**src/design/ptrt_pkg.sv**
```systemverilog
`timescale 1ns / 1ps
// ----------------------------------------------------------------------------
// ptrt_pkg: shared types and constants for the periodic task ready table
// Slot geometry, opcode and status codes, the slot memory word and the
// request bundle that the controller drives into the slot memory.
// ----------------------------------------------------------------------------
package ptrt_pkg;

  localparam int NUM_SLOTS   = 16;
  localparam int COUNT_WIDTH = 16;
  localparam int MAX_RESULTS = 16;

  localparam int OP_W     = 2;
  localparam int PERIOD_W = 16;
  localparam int INDEX_W  = 4;
  localparam int ID_W     = 4;
  localparam int STATUS_W = 3;

  localparam int SLOT_W = (NUM_SLOTS > 1) ? $clog2(NUM_SLOTS) : 1;
  localparam int IDX_W  = SLOT_W + 1;
  localparam int RES_W  = (MAX_RESULTS > 1) ? $clog2(MAX_RESULTS) : 1;
  localparam int WORD_W = 2 * COUNT_WIDTH;

  typedef enum logic [OP_W-1:0] {
    OP_CREATE   = 2'd0,
    OP_DELETE   = 2'd1,
    OP_TICK     = 2'd2,
    OP_DISPATCH = 2'd3
  } op_t;

  typedef enum logic [STATUS_W-1:0] {
    ST_CREATED    = 3'd0,
    ST_FULL       = 3'd1,
    ST_DISPATCHED = 3'd2,
    ST_NONE       = 3'd3,
    ST_ACK        = 3'd4
  } status_t;

  // one memory word per slot
  typedef struct packed {
    logic [COUNT_WIDTH-1:0] period;
    logic [COUNT_WIDTH-1:0] count;
  } slot_word_t;

  typedef struct packed {
    logic              we;
    logic [SLOT_W-1:0] waddr;
    slot_word_t        wdata;
    logic [SLOT_W-1:0] raddr;
  } ram_req_t;

  typedef struct packed {
    logic              found;
    logic [SLOT_W-1:0] idx;
  } find_t;

  // lowest set bit of a slot vector
  function automatic find_t first_set(input logic [NUM_SLOTS-1:0] vec);
    find_t res;
    res = '0;
    for (int i = NUM_SLOTS - 1; i >= 0; i--) begin
      if (vec[i]) begin
        res.found = 1'b1;
        res.idx   = SLOT_W'(i);
      end
    end
    return res;
  endfunction

endpackage

```
**src/design/periodic_task_ready_table_top.sv**
```systemverilog
`timescale 1ns / 1ps
// ----------------------------------------------------------------------------
// periodic_task_ready_table_top: periodic cooperative task slot table
// Slot period and tick count live in a RAM with a registered read port; a sequencer
// handles create, delete, timer tick and dispatch commands.
// ----------------------------------------------------------------------------
// A command is taken when start is high and busy is low. Create and delete
// finish at once: their single result beat appears on the next cycle. A
// timer tick walks the slot RAM one slot per cycle through a read-modify-
// write pipeline and holds busy until the last slot is written back, its
// acknowledge beat following right after. Dispatch with nothing ready
// answers on the next cycle; otherwise it emits one beat per ready slot on
// consecutive cycles, lowest slot first, with last set on the final beat.
// Each result beat is valid for exactly one cycle on strobe and cannot be
// held off, so the receiver must take every beat as it comes.
// ----------------------------------------------------------------------------
module periodic_task_ready_table_top (
  input  logic                          clk,
  input  logic                          rst,
  input  logic                          start,
  output logic                          busy,
  input  logic [ptrt_pkg::OP_W-1:0]     operation,
  input  logic [ptrt_pkg::PERIOD_W-1:0] task_period,
  input  logic [ptrt_pkg::INDEX_W-1:0]  slot_index,
  output logic                          strobe,
  output logic [ptrt_pkg::ID_W-1:0]     slot_id,
  output logic [ptrt_pkg::STATUS_W-1:0] status,
  output logic                          last
);
  import ptrt_pkg::*;

  ram_req_t   ram_req;
  slot_word_t ram_rdata;

  // command sequencer
  ptrt_ctrl u_ctrl (
    .clk         (clk),
    .rst         (rst),
    .start       (start),
    .busy        (busy),
    .operation   (operation),
    .task_period (task_period),
    .slot_index  (slot_index),
    .strobe      (strobe),
    .slot_id     (slot_id),
    .status      (status),
    .last        (last),
    .ram_req     (ram_req),
    .ram_rdata   (ram_rdata)
  );

  // slot period and tick count storage
  ptrt_ram #(
    .DEPTH (NUM_SLOTS),
    .WIDTH (WORD_W)
  ) u_ram (
    .clk   (clk),
    .we    (ram_req.we),
    .waddr (ram_req.waddr),
    .wdata (ram_req.wdata),
    .raddr (ram_req.raddr),
    .rdata (ram_rdata)
  );

endmodule

```
**src/design/ptrt_ram.sv**
```systemverilog
`timescale 1ns / 1ps
// ----------------------------------------------------------------------------
// ptrt_ram: simple dual-port synchronous RAM
// One write port and one read port; read data is registered.
// ----------------------------------------------------------------------------
module ptrt_ram #(
  parameter int DEPTH = 16,
  parameter int WIDTH = 32
) (
  input  logic                                     clk,
  input  logic                                     we,
  input  logic [((DEPTH > 1) ? $clog2(DEPTH) : 1)-1:0] waddr,
  input  logic [WIDTH-1:0]                         wdata,
  input  logic [((DEPTH > 1) ? $clog2(DEPTH) : 1)-1:0] raddr,
  output logic [WIDTH-1:0]                         rdata
);

  logic [WIDTH-1:0] mem [DEPTH];

  // write port
  always_ff @(posedge clk) begin
    if (we) begin
      mem[waddr] <= wdata;
    end
  end

  // registered read port
  always_ff @(posedge clk) begin
    rdata <= mem[raddr];
  end

endmodule

```
**src/design/ptrt_ctrl.sv**
```systemverilog
`timescale 1ns / 1ps
// ----------------------------------------------------------------------------
// ptrt_ctrl: command sequencer for the periodic task ready table
// Holds the active and ready marks, walks the slot memory on a tick with a
// read-modify-write pipeline, and streams dispatch results one per cycle.
// ----------------------------------------------------------------------------
module ptrt_ctrl (
  input  logic                                clk,
  input  logic                                rst,
  input  logic                                start,
  output logic                                busy,
  input  logic [ptrt_pkg::OP_W-1:0]           operation,
  input  logic [ptrt_pkg::PERIOD_W-1:0]       task_period,
  input  logic [ptrt_pkg::INDEX_W-1:0]        slot_index,
  output logic                                strobe,
  output logic [ptrt_pkg::ID_W-1:0]           slot_id,
  output logic [ptrt_pkg::STATUS_W-1:0]       status,
  output logic                                last,
  output ptrt_pkg::ram_req_t                  ram_req,
  input  ptrt_pkg::slot_word_t                ram_rdata
);
  import ptrt_pkg::*;

  typedef enum logic [1:0] {
    S_IDLE,
    S_TICK,
    S_DISP
  } state_t;

  state_t               state;
  logic [NUM_SLOTS-1:0] active;
  logic [NUM_SLOTS-1:0] ready;
  logic [IDX_W-1:0]     rd_idx;
  logic                 wb_valid;
  logic [SLOT_W-1:0]    wb_idx;
  logic [RES_W-1:0]     n_sent;

  op_t                    op;
  find_t                  free_slot;
  find_t                  pick;
  logic [COUNT_WIDTH-1:0] cnt_inc;
  logic [COUNT_WIDTH-1:0] cnt_next;
  logic                   hit;
  logic [NUM_SLOTS-1:0]   rest_ready;
  logic                   disp_last;
  logic                   del_in_range;
  logic [SLOT_W-1:0]      del_idx;

  assign op           = op_t'(operation);
  assign free_slot    = first_set(~active);
  assign pick         = first_set(ready);
  assign del_in_range = int'(slot_index) < NUM_SLOTS;
  assign del_idx      = SLOT_W'(slot_index);
  assign busy         = (state != S_IDLE);

  // advance the tick count of the slot coming back from memory
  assign cnt_inc  = ram_rdata.count + COUNT_WIDTH'(1);
  assign hit      = (cnt_inc == ram_rdata.period);
  assign cnt_next = hit ? '0 : cnt_inc;

  // last dispatch beat: no ready slot left above, or result cap reached
  assign rest_ready = ready & ~(NUM_SLOTS'(1) << pick.idx);
  assign disp_last  = (rest_ready == '0) || (n_sent == RES_W'(MAX_RESULTS - 1));

  // drive the slot memory: create writes, tick writes back
  always_comb begin
    ram_req       = '0;
    ram_req.raddr = rd_idx[SLOT_W-1:0];
    priority if (state == S_IDLE && start && op == OP_CREATE && free_slot.found) begin
      ram_req.we           = 1'b1;
      ram_req.waddr        = free_slot.idx;
      ram_req.wdata.period = COUNT_WIDTH'(task_period);
      ram_req.wdata.count  = '0;
    end else if (state == S_TICK && wb_valid && active[wb_idx]) begin
      ram_req.we           = 1'b1;
      ram_req.waddr        = wb_idx;
      ram_req.wdata.period = ram_rdata.period;
      ram_req.wdata.count  = cnt_next;
    end else begin
      ram_req.we = 1'b0;
    end
  end

  // sequencer and result register
  always_ff @(posedge clk) begin
    if (rst) begin
      state    <= S_IDLE;
      active   <= '0;
      ready    <= '0;
      rd_idx   <= '0;
      wb_valid <= 1'b0;
      n_sent   <= '0;
      strobe   <= 1'b0;
    end else begin
      strobe <= 1'b0;
      unique case (state)
        S_IDLE: begin
          if (start) begin
            unique case (op)
              OP_CREATE: begin
                strobe <= 1'b1;
                last   <= 1'b1;
                if (free_slot.found) begin
                  active[free_slot.idx] <= 1'b1;
                  ready[free_slot.idx]  <= 1'b0;
                  slot_id               <= ID_W'(free_slot.idx);
                  status                <= ST_CREATED;
                end else begin
                  slot_id <= '0;
                  status  <= ST_FULL;
                end
              end
              OP_DELETE: begin
                if (del_in_range) begin
                  active[del_idx] <= 1'b0;
                  ready[del_idx]  <= 1'b0;
                end
                strobe  <= 1'b1;
                last    <= 1'b1;
                slot_id <= '0;
                status  <= ST_ACK;
              end
              OP_TICK: begin
                state    <= S_TICK;
                rd_idx   <= '0;
                wb_valid <= 1'b0;
              end
              OP_DISPATCH: begin
                if (ready == '0) begin
                  strobe  <= 1'b1;
                  last    <= 1'b1;
                  slot_id <= '0;
                  status  <= ST_NONE;
                end else begin
                  state  <= S_DISP;
                  n_sent <= '0;
                end
              end
            endcase
          end
        end
        S_TICK: begin
          // issue one read per cycle, write back in the next cycle
          if (rd_idx < IDX_W'(NUM_SLOTS)) begin
            rd_idx   <= rd_idx + IDX_W'(1);
            wb_valid <= 1'b1;
            wb_idx   <= rd_idx[SLOT_W-1:0];
          end else begin
            wb_valid <= 1'b0;
          end
          if (wb_valid && active[wb_idx] && hit) begin
            ready[wb_idx] <= 1'b1;
          end
          if (wb_valid && wb_idx == SLOT_W'(NUM_SLOTS - 1)) begin
            strobe  <= 1'b1;
            last    <= 1'b1;
            slot_id <= '0;
            status  <= ST_ACK;
            state   <= S_IDLE;
          end
        end
        S_DISP: begin
          // drop the lowest ready mark and report it
          ready[pick.idx] <= 1'b0;
          strobe          <= 1'b1;
          last            <= disp_last;
          slot_id         <= ID_W'(pick.idx);
          status          <= ST_DISPATCHED;
          n_sent          <= n_sent + RES_W'(1);
          if (disp_last) begin
            state <= S_IDLE;
          end
        end
        default: begin
          state <= S_IDLE;
        end
      endcase
    end
  end

endmodule

```
**config.mk**
```make
export PLATFORM = sky130hd
export DESIGN_NAME = periodic_task_ready_table_top
export DESIGN_NICKNAME = d
export VERILOG_FILES = /design/src/design/ptrt_pkg.sv /design/src/design/periodic_task_ready_table_top.sv /design/src/design/ptrt_ram.sv /design/src/design/ptrt_ctrl.sv
export SDC_FILE = /design/constraint.sdc
export NUM_CORES = 1
export LEC_CHECK = 0
export BUFFER_PORTS_ARGS = -buffer_cell sky130_fd_sc_hd__clkbuf_2
export CAP_MARGIN = 20
export CORE_MARGIN = 1.5
export CORE_UTILIZATION = 29
export CTS_BUF_LIST = sky130_fd_sc_hd__clkbuf_4
export CTS_CLUSTER_SIZE = 25
export DETAILED_ROUTE_END_ITERATION = 10
export SLEW_MARGIN = 20
export SYNTH_ARGS = -nofsm -noshare
export SYNTH_HDL_FRONTEND = slang
export SYNTH_SLANG_ARGS = --single-unit
```
**constraint.sdc**
```tcl
create_clock -name clk -period 4.8 [get_ports clk]
set_input_delay 0.24 -clock clk [delete_from_list [all_inputs] [get_ports clk]]
set_output_delay 0.24 -clock clk [all_outputs]
set_load 0.02 [all_outputs]
```
# After elaboration in Yosys (flattened, before gate mapping)
# Memory sizes are Yosys's and may differ from the RTL's. A register that Yosys moved wholly into a read port is not among the register bits.
# Index checks and enable logic that the tools add are counted.
# op_classes
mux,95
reduce_logical,32
addsub,3
shifts,1
order_cmp,9
n_eq_ne,24
n_bitwise,13
# ops
op,n
$mux W5,19
$mux W4,23
$and A16 B16 Y16,5
$mux W16,5
$not A16 Y16,5
$pmux W16 S2,2
$pmux W16 S3,1
$mux W37,1
$mux W36,1
$logic_not A16 Y1,2
$or A16 B16 Y16,2
$pmux W4 S3,2
$lt A4 B5 Y1 const B,4
$mux W1,18
$pmux W3 S3,2
$add A16 B1 Y16 const B,1
$demux W1 S4,4
$eq A16 B16 Y1,1
$ge A4 B1 Y1 const B,4
$shl A1 B4 Y16 const A,1
$ne A3 B3 Y1 const B,5
$ne A2 B2 Y1 const B,7
$logic_and A1 B1 Y1,12
$reduce_and A4 Y1,3
other kinds (27),47
# totals
ramBits,512
reg_bits,57
output_inout_bits,10
word_cells,189
memories,1
# memory_table
name,depth,width,rd,rd_ports_with_merged_regs,write_ports,line,source
u_ram.mem,16,32,1,1,1,ptrt_ram.sv:18,logic [WIDTH-1:0] mem [DEPTH];

# Logic depth before layout (Yosys ltp)
# Gate-level depths: netlist (run 1).
# logic_depth
ltp_word,27
depth_mapped,11

# Hierarchy
# A second synthesis (run 1) with hierarchy kept.
# hier_totals
cells_unflattened,1521
hier_area_um2,24917.6
# modules_own_cells
module,seq_area_each_um2,instances,area_each_um2,cells_per_inst
ptrt_ram,16015.4,1,19854.0,838
ptrt_ctrl,1261.2,1,5063.6,683

# Worst setup path after synthesis (run 1)
# Ideal clock, no wire load.
# synth_path
path_type,register to register
start,reg u_ctrl.wb_idx[0]
end,"mem u_ram.mem[8][0], enable pin"
period_less_slack_ns,4.056
arrival_ns,3.635
path_slack_ns,0.744
stages_incl_launch_ff,9
path_cell_list,edfxtp_1 -> clkbuf_1 -> mux4_2 -> mux4_2 -> nand3_1 -> clkbuf_1 -> or3_1 -> o21ai_0 -> nor2_1
# synth_between
elab_chain_len,7
word_cells_on_any_way,8
cone_classes,mux: 7; reduce/logical: 1
# synth_rtl
element,line,source
from (decl),ptrt_ctrl.sv:35,logic [SLOT_W-1:0] wb_idx;
from (signal assigned),ptrt_ctrl.sv:147,wb_idx <= rd_idx[SLOT_W-1:0];
$bmux W1 S4,ptrt_ctrl.sv:74,end else if (state == S_TICK && wb_valid && active[wb_idx]) begin
$mux W1 (implied by the code),ptrt_ctrl.sv:74,
$logic_and A1 B1 Y1,ptrt_ctrl.sv:74,
$mux W1,ptrt_ctrl.sv:74,
$mux W37 *,ptrt_ctrl.sv:69,priority if (state == S_IDLE && start && op == OP_CREATE && free_slot.found) begin
$mux W1,ptrt_ram.sv:22,if (we) begin
$mux W1 (implied by the code),ptrt_ram.sv:23,mem[waddr] <= wdata;
to (decl),ptrt_ram.sv:18,
# Mark *: on every way between the ends. The rest lies on a longest branch, timed or not. The select of a mux whose other input is x is not followed.

==> run summary, run 1 <==
result of the run -> finished clean
Post-layout nets -> 1,615
number of enable flip-flop cells after synthesis -> 524
cells taking the most area after synthesis -> edfxtp_1 (64%), mux4_2 (15%), dfxtp_1 (6.3%), nand2_1 (1.6%), nor2_1 (1.3%)
clock tree root driver cell -> clkbuf_4
TritonCTS clock tree -> yes
instance count of the mapped netlist -> 1,387
number of I/O pins -> 35
internal power of the cells -> 8.12 mW
RSZ-0062 raised after global routing -> no
kind of path behind the tightest hold check -> input port to flop
Clock Skews -> 66.5 ps
initial core utilization -> 0.293
Most used DFF post-synth -> edfxtp_1
cell type with the highest aggregate area in the netlist -> edfxtp_1
syn avg cell area -> 17.6 um^2
clk_lat worst skew -> 990 ps
# H-tree levels -> 4
Post-Place Worst Slack -> 950 ps
Final Worst Setup Slack -> 843 ps
maximum fanout count along the critical path -> 16
slew at the pin closest to its max-slew limit -> 1040 ps
Die ar. -> 86,100 um^2
count of synthesis-stage warnings from yosys -> 0
clock group share of total power -> 0.410
core area -> 83,600 um^2
total congestion overflow after global routing -> 0
number of nets still failing antenna checks after routing -> 0
Final setup violation count -> 0
CP Launch Type -> flop
Setup Total Neg Slack -> 0 ps
number of remaining DRC errors -> 0
upper clock frequency limit -> 253 MHz
areal power density over the cells -> 367 nW/um^2
Synth Register Bits -> 601
WP data arrival -> 4540 ps
first-pass GRT wire length -> 90,600 um
Final Routed Wirelength -> 60,200 um
number of detailed-routing iterations run before antenna repair -> 5
setup bufs post-CTS -> 0
detailed placement HPWL -> 36,800 um
height of the die -> 293 um
synthesis-to-layout area growth -> 17.4%
number of unique standard cell types used by synthesis -> 61
final-report hold violation count -> 0
Mapped Area -> 24,400 um^2
Chip Width -> 293 um
switching part of the total -> 0.230
Crit Path Class -> flop to flop
net switching power -> 2.43 mW
most common library cells after synthesis -> edfxtp_1 (524), mux4_2 (165), nand2_1 (101), nor2_1 (87), dfxtp_1 (77)
worst slew margin relative to its limit -> 0.304
sinks on the clock net -> 601
fraction of final layout cells with drive strength greater than 1 -> 0.307
synthesized net count -> 1,419
vias in the first global route -> 14,400
number of buffers created by CTS -> 152
Post-synth ARST share -> 0
vias per inst -> 5.09
max-slew violation count -> 0
clock-pin slew of the registers on the worst-case setup and hold paths -> 80 ps
count of filler cells inserted in the layout -> 7,946
area share of the largest cell type after synthesis -> 0.644
clock period minus worst slack -> 3960 ps
Initial DRC Count -> 1,498
sequential-to-total area share from yosys stat -> 0.707
number of buffers added on ports -> 34
share of the cycle needed by the critical path after routing -> 0.824
Rows -> 106
Max VDD drop -> 0.241 mV
Routed WL per cell -> 21.6 um
pin count of the biggest net entering global routing -> 70
buffers from clock root to sink, at most -> 3
GRT Overall Usage -> 0.142
kind of end point of the critical path -> flop
Static Leakage -> 8.60 nW
most instantiated library cell after synthesis -> edfxtp_1
worst path required time -> 5390 ps
Sequential Power Share -> 0.542
maxcap violations -> 0
final RePlAce weighted congestion -> 0.850
initial antenna violation count -> 2
via count -> 14,200
combinational cell fraction of total power -> 0.048
stage by stage:
step                hold slack [ps]  power [mW]  std cells   util  cell area [um^2]
finish                          406        10.5       2783  0.344             28700
global route                    366        11.0       2783  0.344             28700
CTS                            6.68        10.7       2777  0.343             28700
detailed placement              512        6.32       2479  0.316             26400
global placement                482        6.32       2473  0.314             26300
floorplan                       406        6.14       1387      -             24400
critical path, stage by stage, from the launching register on:
cell and delay [ps]:
dfxtp_1 450, nand4_1 210, nor4_1 720, nor4_2 120
nor2_1 530, nand2_1 600, nor2_1 940
what timing repair did:
action	CTS	global route
hold endpoints to repair	291	16
hold buffers	29	1
gates resized for setup	0	0
state kept, by name, summed over array words and instances (netlist names):
signal	count
u_ctrl.ready	16
u_ctrl.rd_idx	5
u_ctrl.n_sent	4
u_ctrl.active	16
u_ctrl.slot_id	4
u_ctrl.state	2
u_ram.mem	512
u_ctrl.wb_idx	4
u_ram.rdata	32
u_ctrl.last	1
u_ctrl.status	3
u_ctrl.wb_valid	1
u_ctrl.strobe	1
final timing paths:
check	cells after the start	slack, ps	end	from
hold reg to reg	2	520	u_ctrl.state[1]	u_ctrl.state[1]
hold / removal	5	410	u_ctrl.active[13]	slot_index[2]
setup / recovery	6	840	u_ram.mem[13][5]	u_ctrl.active[7]
setup reg to reg	6	840	u_ram.mem[13][5]	u_ctrl.active[7]
logic make-up after synthesis:
kind of cell | count (synthesis) | synth area share
buffers and inverters | 82 | 0.0130
XOR/XNOR | 31 | 0.0139
flip-flops | 601 | 0.707
multiplexers | 167 | 0.153
AO/OA/AOI/OAI | 187 | 0.0502
adder cells (fa/ha/maj) | 7 | 0.00358
AND/OR/NAND/NOR | 312 | 0.0598
power by group through the flow:
stage                     logic (mW)  clock network (mW)  registers [mW]
final                          0.510                4.32            5.71
after floorplan                0.323                   0            5.82
after global placement         0.491                   0            5.83
after detailed placement       0.493                   0            5.83
after global routing           0.549                4.73            5.72
after CTS                      0.513                4.47            5.71
routing by layer:
metal | wire length, um | track usage | up-vias
li1 | - | - | 6150
met1 | 26200 | 0.192 | 7334
met2 | 28800 | 0.225 | 607
met3 | 4160 | 0.0325 | 83
met4 | 1080 | 0.0493 | 0
met5 | 0 | 0 | -
cell type report:
type	instances	area (um^2)	share of cell area
Inverter	14	52.6	0.00183
Clock inverter	37	221	0.00771
Multi-Input combinational cell	704	6980	0.243
Timing Repair Buffer	110	1050	0.0367
Clock buffer	232	1740	0.0607
Antenna cell	5	12.5	0.000436
Tap cell	1080	1350	0.0471
Sequential cell	601	17300	0.602
cell usage in the layout, fill, tap and decap left out, drive strengths merged, types with 8 or more instances in the layout:
master       Yosys  final
nand3           19     19
mux4           165    165
clkinv           1     26
nor3            27     27
xnor2           16     16
nand2          101    101
dfxtp           77     77
a31oi           17     17
a221oi          12     12
o31ai            8      8
xor2            10     10
nor2            87     87
a21oi           38     38
and2             8      8
dlygate4sd3      0     30
edfxtp         524    524
buf             22     46
o21a             9      9
nand4           14     14
nor4            10     10
inv             13     24
nor2b           15     15
clkbuf          46    266
o21ai           46     46
a211oi          10     10
Power figures use the tool's default switching activity.
==> run 2: changes to the inputs <==
==> constraint.sdc (replaced) <==
create_clock -name clk -period 4 [get_ports clk]
set_input_delay 0.2 -clock clk [delete_from_list [all_inputs] [get_ports clk]]
set_output_delay 0.2 -clock clk [all_outputs]
set_load 0.02 [all_outputs]
==> run summary, run 2 (synthesis gave the netlist of run 1 again) <==
kind of end point of the critical path -> flop
height of the die -> 293 um
TritonCTS clock tree -> yes
net switching power -> 2.96 mW
number of I/O pins -> 35
Sequential Power Share -> 0.537
areal power density over the cells -> 445 nW/um^2
total congestion overflow after global routing -> 0
CP Launch Type -> flop
clock tree root driver cell -> clkbuf_4
kind of path behind the tightest hold check -> input port to flop
Initial DRC Count -> 1,402
Top delay family on crit path -> multiplexers
Clock Skews -> 76.7 ps
initial antenna violation count -> 2
maximum fanout count along the critical path -> 19
cell at the slowest stage of the critical path -> a21oi_1
fraction of final layout cells with drive strength greater than 1 -> 0.309
clk_lat worst skew -> 1000 ps
result of the run -> finished clean
Crit path largest cell delay -> 700 ps
Routed WL per cell -> 22.3 um
total power of the final layout -> 12.8 mW
initial core utilization -> 0.293
upper clock frequency limit -> 263 MHz
minimum setup slack among reg-to-reg paths -> 200 ps
slew at the pin closest to its max-slew limit -> 1030 ps
final-report hold violation count -> 0
synthesis-to-layout area growth -> 17.5%
DP Cell Count -> 2,498
switching part of the total -> 0.232
clock period minus worst slack -> 3800 ps
Post-Route Hold Slack -> 306 ps
clock-pin slew of the registers on the worst-case setup and hold paths -> 70 ps
RSZ-0062 raised after global routing -> no
detailed placement HPWL -> 36,700 um
combinational cell fraction of total power -> 0.048
Crit Path Class -> flop to flop
most used cells in the layout excluding fill and tap cells -> edfxtp_1 (524), clkbuf_4 (221), mux4_2 (165)
sinks on the clock net -> 601
most common cell after layout, fill and taps aside -> edfxtp_1
worst slew margin relative to its limit -> 0.310
number of detailed-routing iterations run before antenna repair -> 5
number of buffers created by CTS -> 152
Die ar. -> 86,100 um^2
clock group share of total power -> 0.416
GRT Overall Usage -> 0.148
Post-layout nets -> 1,636
Final setup violation count -> 0
share of the cycle needed by the critical path after routing -> 0.950
leading registers by flop count -> u_ram.mem: 512 flops, u_ram.rdata: 32 flops
CP cell instances -> mux4_2 -> mux4_2 -> nand3_1 -> buf_4 -> nor2_1 -> a21oi_1 -> nor2_4 -> buf_4
# H-tree levels -> 4
number of nets still failing antenna checks after routing -> 0
internal power of the cells -> 9.83 mW
Static Leakage -> 8.65 nW
number of buffers added on ports -> 34
Rows -> 106
buffering stage count on the worst path with inverters included -> 2
WP data arrival -> 4470 ps
via count -> 14,200
worst path required time -> 4670 ps
Largest Register -> u_ram.mem
number of remaining DRC errors -> 0
vias in the first global route -> 14,600
first-pass GRT wire length -> 94,000 um
maxcap violations -> 0
final cell count without fillers -> 2,805
pin count of the biggest net entering global routing -> 134
Max VDD drop -> 0.243 mV
buffers from clock root to sink, at most -> 3
post-cts gate resize count -> 0
Final Routed Wirelength -> 62,600 um
core area -> 83,600 um^2
number of flip-flops in the largest register -> 512
final RePlAce weighted congestion -> 0.877
vias per inst -> 5.07
max-slew violation count -> 0
Chip Width -> 293 um
## run 2: cell count changes in the layout (fill, tap and decap cells not counted), sizes merged
cell         delta
bufinv          +3
clkinv         +16
buf            +20
clkbuf         -11
clkinvlp        +1
diode           -1
inv             -7
dlygate4sd3     +1
## run 2: routing by layer
metal | track usage | part of all wire | up-vias
met4 | 0.0537 | 0.019 | 0
met3 | 0.0326 | 0.068 | 75
met2 | 0.227 | 0.47 | 580
met1 | 0.206 | 0.45 | 7367
met5 | 0 | 0 | -
li1 | - | - | 6190
## run 2: cell type report
class	count	area (um^2)
fillers	7988	54800
flip-flops and latches	601	17300
multi-input cells	704	6990
clock buffers	221	1660
well taps	1080	1350
repair buffers	131	1040
clock inverters	50	332
inverters	14	52.6
diodes	4	10.0
## run 2: final timing paths
check / start / endpoint / depth (start not counted)
max: u_ctrl.wb_idx[0] / u_ram.mem[6][20] / 8
max reg2reg: u_ctrl.wb_idx[0] / u_ram.mem[6][20] / 8
min reg2reg: u_ctrl.ready[1] / u_ctrl.ready[1] / 2
min: task_period[2] / u_ram.mem[4][18] / 5
## run 2: through the flow
step / utilization / setup slack [ps] / instance area [um^2] / TNS (ps)
floorplan: - / -56.2 / 24400 / -6380
CTS: 0.343 / 188 / 28700 / 0
global route: 0.344 / 73.9 / 28700 / 0
detailed placement: 0.316 / 213 / 26400 / 0
global placement: 0.316 / 282 / 26400 / 0
finish: 0.344 / 201 / 28700 / 0
## run 2: tightest hold or removal path: stages
cell and delay, ps:
dlygate4sd3_1 520, clkbuf_2 130, nand2_1 50, o21ai_0 70
buf_4 200
## run 2: what timing repair did
item,CTS,global route
hold endpoints to repair,312,0
setup buffers,0,0
hold buffers,31,0
## run 2: power by group through the flow
stage	clock (mW)	sequential, mW	combinational [mW]
3_3_place_gp	0	7.00	0.584
5_1_grt	5.79	6.87	0.662
2_1_floorplan	0	6.98	0.388
3_5_place_dp	0	7.00	0.590
6_report	5.31	6.87	0.609
4_1_cts	5.45	6.87	0.612
